File: src/sv/dns_name_label_encoder_defines.svh
// Assertion macros shared by the encoder's checking code.
`ifndef DNS_NAME_LABEL_ENCODER_DEFINES_SVH
`define DNS_NAME_LABEL_ENCODER_DEFINES_SVH

// Check a same-cycle implication, silent while reset is held
`define DNLE_ASSERT_NOW(lbl, ante, cons, msg) \
    lbl: assert property (@(posedge clk) disable iff (!rst_n) (ante) |-> (cons)) \
        else $error(msg);

// Check an implication in the next cycle, silent while reset is held
`define DNLE_ASSERT_NEXT(lbl, ante, cons, msg) \
    lbl: assert property (@(posedge clk) disable iff (!rst_n) (ante) |=> (cons)) \
        else $error(msg);

`endif

File: src/sv/dnle_pkg.sv
package dnle_pkg;

    localparam logic [7:0] DOT_CHAR = 8'h2E;
    localparam logic [7:0] NUL_CHAR = 8'h00;

    // Input kind carried in tuser
    localparam logic MODE_CHAR = 1'b0;
    localparam logic MODE_END  = 1'b1;

    typedef enum logic [1:0] {
        ST_IDLE,
        ST_LEN,
        ST_CHAR,
        ST_TERM
    } dnle_state_t;

    // Controller to datapath
    typedef struct packed {
        logic store;      // buffer the accepted character
        logic start;      // flush transaction accepted, capture its kind
        logic load_len;   // load length byte into output register
        logic load_char;  // load buffered character into output register
        logic load_term;  // load zero terminator into output register
        logic advance;    // step the read pointer
        logic clear;      // empty the label buffer
    } dnle_cmd_t;

    // Datapath to controller
    typedef struct packed {
        logic in_char;      // presented item is an ordinary character
        logic count_zero;   // label buffer is empty
        logic at_last_char; // read pointer sits on the last buffered character
        logic is_dot;       // flush was caused by a dot
        logic slot_free;    // output register can take a byte this cycle
    } dnle_status_t;

endpackage

File: src/sv/dnle_ram.sv
module dnle_ram #(
    parameter int WIDTH = 8,
    parameter int DEPTH = 62
) (
    input  logic                                      clk,
    input  logic                                      we,
    input  logic [((DEPTH > 1) ? $clog2(DEPTH) : 1)-1:0] waddr,
    input  logic [WIDTH-1:0]                          wdata,
    input  logic [((DEPTH > 1) ? $clog2(DEPTH) : 1)-1:0] raddr,
    output logic [WIDTH-1:0]                          rdata
);

    logic [WIDTH-1:0] mem [DEPTH];

    // Write port
    always_ff @(posedge clk)
    begin
        if (we)
        begin
            mem[waddr] <= wdata;
        end
    end

    // Registered read port
    always_ff @(posedge clk)
    begin
        rdata <= mem[raddr];
    end

endmodule

File: src/sv/dnle_ctrl.sv
module dnle_ctrl (
    input  logic                  clk,
    input  logic                  rst_n,
    input  logic                  s_axis_tvalid,
    output logic                  s_axis_tready,
    input  dnle_pkg::dnle_status_t stat,
    output dnle_pkg::dnle_cmd_t    cmd,
    output dnle_pkg::dnle_state_t  state
);

    import dnle_pkg::*;

    dnle_state_t state_reg;
    dnle_state_t state_next;

    assign state = state_reg;

    // State register
    always_ff @(posedge clk or negedge rst_n)
    begin
        if (!rst_n)
        begin
            state_reg <= ST_IDLE;
        end
        else
        begin
            state_reg <= state_next;
        end
    end

    // Next state and commands
    always_comb
    begin
        state_next    = state_reg;
        cmd           = '0;
        s_axis_tready = 1'b0;
        unique case (state_reg)
            ST_IDLE:
            begin
                s_axis_tready = 1'b1;
                if (s_axis_tvalid)
                begin
                    if (stat.in_char)
                    begin
                        cmd.store = 1'b1;
                    end
                    else
                    begin
                        cmd.start  = 1'b1;
                        state_next = ST_LEN;
                    end
                end
            end
            ST_LEN:
            begin
                if (stat.slot_free)
                begin
                    cmd.load_len = 1'b1;
                    if (!stat.count_zero)
                    begin
                        state_next = ST_CHAR;
                    end
                    else if (stat.is_dot)
                    begin
                        cmd.clear  = 1'b1;
                        state_next = ST_IDLE;
                    end
                    else
                    begin
                        state_next = ST_TERM;
                    end
                end
            end
            ST_CHAR:
            begin
                if (stat.slot_free)
                begin
                    cmd.load_char = 1'b1;
                    cmd.advance   = 1'b1;
                    if (stat.at_last_char)
                    begin
                        if (stat.is_dot)
                        begin
                            cmd.clear  = 1'b1;
                            state_next = ST_IDLE;
                        end
                        else
                        begin
                            state_next = ST_TERM;
                        end
                    end
                end
            end
            ST_TERM:
            begin
                if (stat.slot_free)
                begin
                    cmd.load_term = 1'b1;
                    cmd.clear     = 1'b1;
                    state_next    = ST_IDLE;
                end
            end
            default:
            begin
                state_next = ST_IDLE;
            end
        endcase
    end

endmodule

File: src/sv/dnle_dp.sv
module dnle_dp #(
    parameter int LABEL_MAX = 62
) (
    input  logic                   clk,
    input  logic                   rst_n,
    input  logic [7:0]             s_axis_tdata,
    input  logic                   s_axis_tuser,
    output logic                   m_axis_tvalid,
    input  logic                   m_axis_tready,
    output logic [7:0]             m_axis_tdata,
    output logic                   m_axis_tlast,
    output logic                   m_axis_tuser,
    input  dnle_pkg::dnle_cmd_t    cmd,
    output dnle_pkg::dnle_status_t stat
);

    import dnle_pkg::*;

    localparam int CW = $clog2(LABEL_MAX + 1);
    localparam int AW = (LABEL_MAX > 1) ? $clog2(LABEL_MAX) : 1;
    localparam logic [CW-1:0] CNT_MAX = CW'(LABEL_MAX);

    logic [CW-1:0] cnt_reg;
    logic [CW-1:0] cnt_next;
    logic          ovf_reg;
    logic          ovf_next;
    logic [CW-1:0] rd_ptr_reg;
    logic [CW-1:0] rd_ptr_next;
    logic          is_dot_reg;
    logic          out_valid_reg;
    logic          out_valid_next;
    logic [7:0]    out_byte_reg;
    logic          out_last_reg;
    logic          out_trunc_reg;
    logic [7:0]    rd_data;
    logic          wr_en;
    logic          load;

    // Decode the presented item
    assign stat.in_char      = (s_axis_tuser == MODE_CHAR) && (s_axis_tdata != NUL_CHAR)
                               && (s_axis_tdata != DOT_CHAR);
    assign stat.count_zero   = (cnt_reg == '0);
    assign stat.at_last_char = (rd_ptr_reg == cnt_reg - CW'(1));
    assign stat.is_dot       = is_dot_reg;
    assign stat.slot_free    = !out_valid_reg || m_axis_tready;

    assign wr_en = cmd.store && (cnt_reg < CNT_MAX);
    assign load  = cmd.load_len || cmd.load_char || cmd.load_term;

    // Label buffer; read address runs one step ahead of the pointer
    dnle_ram #(
        .WIDTH (8),
        .DEPTH (LABEL_MAX)
    ) u_label_ram (
        .clk   (clk),
        .we    (wr_en),
        .waddr (cnt_reg[AW-1:0]),
        .wdata (s_axis_tdata),
        .raddr (rd_ptr_next[AW-1:0]),
        .rdata (rd_data)
    );

    // Count, overflow and read pointer
    always_comb
    begin
        cnt_next    = cnt_reg;
        ovf_next    = ovf_reg;
        rd_ptr_next = rd_ptr_reg;
        if (cmd.store)
        begin
            if (wr_en)
            begin
                cnt_next = cnt_reg + CW'(1);
            end
            else
            begin
                ovf_next = 1'b1;
            end
        end
        if (cmd.advance)
        begin
            rd_ptr_next = rd_ptr_reg + CW'(1);
        end
        if (cmd.clear)
        begin
            cnt_next    = '0;
            ovf_next    = 1'b0;
            rd_ptr_next = '0;
        end
    end

    always_ff @(posedge clk or negedge rst_n)
    begin
        if (!rst_n)
        begin
            cnt_reg    <= '0;
            ovf_reg    <= 1'b0;
            rd_ptr_reg <= '0;
        end
        else
        begin
            cnt_reg    <= cnt_next;
            ovf_reg    <= ovf_next;
            rd_ptr_reg <= rd_ptr_next;
        end
    end

    // Capture the kind of flush
    always_ff @(posedge clk)
    begin
        if (cmd.start)
        begin
            is_dot_reg <= (s_axis_tuser == MODE_CHAR) && (s_axis_tdata == DOT_CHAR);
        end
    end

    // Output register valid
    always_comb
    begin
        out_valid_next = out_valid_reg;
        if (load)
        begin
            out_valid_next = 1'b1;
        end
        else if (m_axis_tready)
        begin
            out_valid_next = 1'b0;
        end
    end

    always_ff @(posedge clk or negedge rst_n)
    begin
        if (!rst_n)
        begin
            out_valid_reg <= 1'b0;
        end
        else
        begin
            out_valid_reg <= out_valid_next;
        end
    end

    // Output register payload
    always_ff @(posedge clk)
    begin
        if (cmd.load_len)
        begin
            out_byte_reg  <= 8'(cnt_reg);
            out_last_reg  <= is_dot_reg && (cnt_reg == '0);
            out_trunc_reg <= ovf_reg;
        end
        else if (cmd.load_char)
        begin
            out_byte_reg  <= rd_data;
            out_last_reg  <= is_dot_reg && (rd_ptr_reg == cnt_reg - CW'(1));
            out_trunc_reg <= ovf_reg;
        end
        else if (cmd.load_term)
        begin
            out_byte_reg  <= NUL_CHAR;
            out_last_reg  <= 1'b1;
            out_trunc_reg <= ovf_reg;
        end
    end

    assign m_axis_tvalid = out_valid_reg;
    assign m_axis_tdata  = out_byte_reg;
    assign m_axis_tlast  = out_last_reg;
    assign m_axis_tuser  = out_trunc_reg;

endmodule

File: src/sv/dns_name_label_encoder.sv
// DNS name label encoder.
// Slave stream: one name character per transaction. tdata[7:0] is the
// character, tuser[0] is the mode (0 character, 1 end of name). A character
// of zero also ends the name; a dot closes the current label.
// Master stream: one encoded byte per transaction. tdata[7:0] is the byte
// (length, label character or zero terminator), tlast marks the final byte
// caused by one input transaction, tuser[0] flags a label that lost
// characters beyond LABEL_MAX.
// Flow: ordinary characters are accepted one per cycle and give no output.
// A dot holding n buffered characters is accepted, then gives the length
// byte and each character in turn; an end adds the terminator after them.
// The flush runs at one byte a cycle while the output register has room,
// fed by the label RAM read port, whose read address is issued ahead of
// the output register. The length byte is loaded into the output register
// from ST_LEN, the state after the flush transaction is accepted.
// Reset: label count, overflow flag, controller and output valid are
// cleared; the label RAM is left as is and needs no clearing pass.
// Stall: a full output register holds its byte while tready is low and the
// flush pauses; characters are accepted whenever no flush is in progress.
`include "dns_name_label_encoder_defines.svh"

module dns_name_label_encoder #(
    parameter int LABEL_MAX = 62
) (
    input  logic       clk,
    input  logic       rst_n,
    input  logic       s_axis_tvalid,
    output logic       s_axis_tready,
    input  logic [7:0] s_axis_tdata,   // [7:0] ch
    input  logic       s_axis_tuser,   // [0] mode
    output logic       m_axis_tvalid,
    input  logic       m_axis_tready,
    output logic [7:0] m_axis_tdata,   // [7:0] out_byte
    output logic       m_axis_tlast,
    output logic       m_axis_tuser    // [0] truncated
);

    import dnle_pkg::*;

    dnle_cmd_t    cmd;
    dnle_status_t stat;
    dnle_state_t  state;

    // Sequencer
    dnle_ctrl u_ctrl (
        .clk           (clk),
        .rst_n         (rst_n),
        .s_axis_tvalid (s_axis_tvalid),
        .s_axis_tready (s_axis_tready),
        .stat          (stat),
        .cmd           (cmd),
        .state         (state)
    );

    // Label buffer and output register
    dnle_dp #(
        .LABEL_MAX (LABEL_MAX)
    ) u_dp (
        .clk           (clk),
        .rst_n         (rst_n),
        .s_axis_tdata  (s_axis_tdata),
        .s_axis_tuser  (s_axis_tuser),
        .m_axis_tvalid (m_axis_tvalid),
        .m_axis_tready (m_axis_tready),
        .m_axis_tdata  (m_axis_tdata),
        .m_axis_tlast  (m_axis_tlast),
        .m_axis_tuser  (m_axis_tuser),
        .cmd           (cmd),
        .stat          (stat)
    );

    // A flush transaction starts the length byte next
    `DNLE_ASSERT_NEXT(a_flush_starts, s_axis_tvalid && s_axis_tready && !stat.in_char, state == ST_LEN, "flush did not start with length byte")

    // No input is taken while a flush is in progress
    `DNLE_ASSERT_NOW(a_no_accept_busy, state != ST_IDLE, !s_axis_tready, "input accepted during flush")

    // The terminator is a zero byte that closes the run
    `DNLE_ASSERT_NEXT(a_term_byte, state == ST_TERM && stat.slot_free, m_axis_tvalid && m_axis_tlast && (m_axis_tdata == 8'h00), "bad terminator byte")

endmodule

File: config.mk
export PLATFORM = sky130hd
export DESIGN_NAME = dns_name_label_encoder
export DESIGN_NICKNAME = d
export VERILOG_FILES = /design/src/sv/dnle_pkg.sv /design/src/sv/dnle_ram.sv /design/src/sv/dnle_ctrl.sv /design/src/sv/dnle_dp.sv /design/src/sv/dns_name_label_encoder.sv
export VERILOG_INCLUDE_DIRS = /design/src /design/src/sv
export SDC_FILE = /design/constraint.sdc
export NUM_CORES = 1
export LEC_CHECK = 0
export BUFFER_PORTS_ARGS = -buffer_cell sky130_fd_sc_hd__buf_4
export CAP_MARGIN = 20
export CORE_ASPECT_RATIO = 1.25
export CORE_MARGIN = 2
export CORE_UTILIZATION = 55
export CTS_CLUSTER_DIAMETER = 100
export DETAILED_ROUTE_END_ITERATION = 6
export GPL_TIMING_DRIVEN = 0
export PLACE_DENSITY_LB_ADDON = 0.2
export SKIP_LAST_GASP = 1
export SLEW_MARGIN = 20
export SYNTH_ARGS = -nofsm -noshare
export SYNTH_HDL_FRONTEND = slang
export SYNTH_SLANG_ARGS = --single-unit
File: constraint.sdc
create_clock -name clk -period 3.5 [get_ports clk]
set_clock_uncertainty 0.1 [all_clocks]
set_input_delay 0.35 -clock clk [delete_from_list [all_inputs] [get_ports clk]]
set_output_delay 0.35 -clock clk [all_outputs]
set_load 0.01 [all_outputs]
==> metrics.txt <==
status=finished with violations; failing checks=DRC, setup timing; clk_lat worst skew=between 500 and 600 ps; Longest Clk Path Bufs=3; CTS tree=yes; Nets=roughly 1600; ys flop type=edfxtp_1; Top reg by flops=u_dp.u_label_ram.mem; Routed Antenna Nets=0; Yosys cell types=just under 80; starting density of the core=0.555; Min-Delay Path Class=in2reg; final setup violation count=32; Mapped Avg Cell Area=14.4 sq um; initial DRC count=2064; maximum VDD drop=approximately 0.00045 V; vias in the first global route=approximately 14000; setup slack, reg-to-reg=-80 ps; Die ar.=41000 sq um; share of cells above drive strength 1=0.232; Layout Area Growth over Synthesis=18.5%; total CTS buffers=slightly below 50; number of enable flip-flop cells after synthesis=between 500 and 600; fmax=0.280 GHz; mapped cell area=approximately 22000 sq um; # rows=approximately 80; share of the yosys chip area belonging to registers=0.728; Mapped Cells=approximately 1500; placed wire-length estimate=45400 um; # H-tree levels=2; DR WL/cell=between 30 and 40 um; root buffer cell=clkbuf_16; Reg2Reg Depth=4; Worst EP required=3600 ps; Final GP Congestion=roughly 0.97; Slew Limit Fails=0; worst hold slack=about 94 ps; maximum fanout along the worst path=10; initial antenna violation count=0; async set-reset flop share out of synthesis=0.0301; Sink Count=approximately 530; type of destination of the critical path=flop; width of the chip=181 um; PwrDens=about 830 nW/um^2; final worst path period share=1.02; relative slew slack=0.259; Worst Setup Slack, final=-77.5 ps; P_leak=8.31 nW; Worst Tran Pin Value=about 1100 ps; router iterations before antenna repair=7; number of vias per cell=just under 7; first-pass GRT wire length=about 100000 um; port buffer count=24; fin crit period=approximately 3600 ps; CP arrival=between 3000 and 4000 ps; Yosys reg bits=between 500 and 600; detailed-route DRC error count=2; core area=about 40000 sq um; RSZ-0062 raised after global routing=true; final hold violations=0; Hold Path Depth=3; die height=226 um; # IOs=25; Clk pin slew, worst setup/hold paths=60 ps; gr ovfl total=0; drt total wl=69200 um; diode count=0; CP Launch Type=flop; max FFs per register=a little under 500; warning count from the yosys run=0; GRT Total Usage=0.335; Synth Net Count=1514; largest net degree at the start of global routing=65; Worst Setup Path Type=reg2reg; Core Util, Final=0.657; max cap viols=0; via count=~15000
worst max-delay path, stage by stage (launching register included):
cell      delay (ps)
dfrtp_1          510
clkbuf_1         650
or3b_2           610
a2111o_1         540
nor2_1           790
final cells by class:
cell class,instances,area [sq um]
Buffer,111,757
Clock buffer,60,1290
Clock inverter,26,284
Fill cell,2739,13400
Inverter,12,56.3
Multi-Input combinational cell,839,6230
Sequential cell,531,15800
Tap cell,498,623
Timing Repair Buffer,80,636
Yosys cell counts, types with 16 or more instances:
library cell    n  area (sq um)
mux2i_1        37           370
o22ai_1        34           213
nor2_1         93           349
a31oi_1        42           263
o2111ai_1      26           228
nand3_1        68           340
o221ai_1       77           674
buf_2          37           185
clkbuf_1       65           244
dfrtp_1        16           400
a21oi_1        53           265
nand2_1       135           507
o21ai_0        41           205
edfxtp_1      505         15200
timing repair:
item / CTS / global route
setup buffers: 36 / 13
hold buffers: 2 / 0
setup endpoints to repair: 99 / 101
cloned: 0 / 1
pin swaps: 18 / 40
gates resized for setup: 162 / 146
endpoints found under the hold margin: 17 / 0
stage by stage:
stage / cell area, sq um / std cells / TNS, ps / setup slack, ps / total power [mW]
CTS: 25000 / 2144 / -434 / -92.8 / 20.3
global placement: 22400 / 2020 / -204990 / -1990 / 14.0
floorplan: 21600 / 1498 / 0 / 234 / 11.3
global route: 25600 / 2157 / -1900 / -88.7 / 21.8
finish: 25600 / 2157 / -1310 / -77.5 / 21.3
detailed placement: 22500 / 2024 / -189650 / -1260 / 14.1
kinds of logic (layout without fill, tap and decap cells):
family / count (synthesis) / after routing / synth area share
buf+inv: 128 / 289 / 0.0251
mux: 44 / 44 / 0.0223
compound gates: 397 / 397 / 0.135
fa+ha+maj: 3 / 3 / 0.00173
flops: 531 / 531 / 0.728
xor+xnor: 13 / 13 / 0.00590
simple gates: 382 / 382 / 0.0816
worst paths after layout:
path	from	end
setup / recovery	u_dp.cnt_reg[4]	u_dp.u_label_ram.mem[19][6]
hold / removal	s_axis_tvalid	u_dp.is_dot_reg
setup reg to reg	u_dp.cnt_reg[4]	u_dp.u_label_ram.mem[19][6]
hold reg to reg	u_dp.u_label_ram.rdata[7]	u_dp.m_axis_tdata[7]
max in group asynchronous	rst_n	u_dp.rd_ptr_reg[1]
min in group asynchronous	rst_n	u_dp.cnt_reg[5]
power breakdown:
group          total (mW)  internal, mW  leakage (nW)  switching [mW]
sequential           7.26          7.14          4.84           0.123
combinational        8.66          2.98          2.71            5.67
clock                5.34          3.05         0.765            2.29
total                21.3          13.2          8.31            8.09
layer usage:
layer,vias up,share of wire,global-route usage
met2,979,0.47,0.538
met1,7434,0.37,0.435
met4,0,0.068,0.211
li1,6255,-,-
met3,202,0.091,0.0492
met5,-,0,0
cell usage in the layout (no fill, tap or decap), drive strengths merged, types with 7 or more instances in the layout:
master	instances
or3	8
edfxtp	505
o21ai	49
a21oi	53
and3	12
a221oi	7
nor2	93
buf	126
inv	11
o211ai	15
nand2	136
o221ai	77
o22ai	34
xnor2	7
dfxtp	10
a31oi	42
o2111ai	26
nand4	11
nor3	14
nor4	12
dfrtp	16
clkbuf	123
a31o	8
mux2i	37
clkinv	19
a221o	7
nand3	68
a22oi	8
o21a	7
a211oi	16
Note: power is estimated with default switching activity, not from simulation.
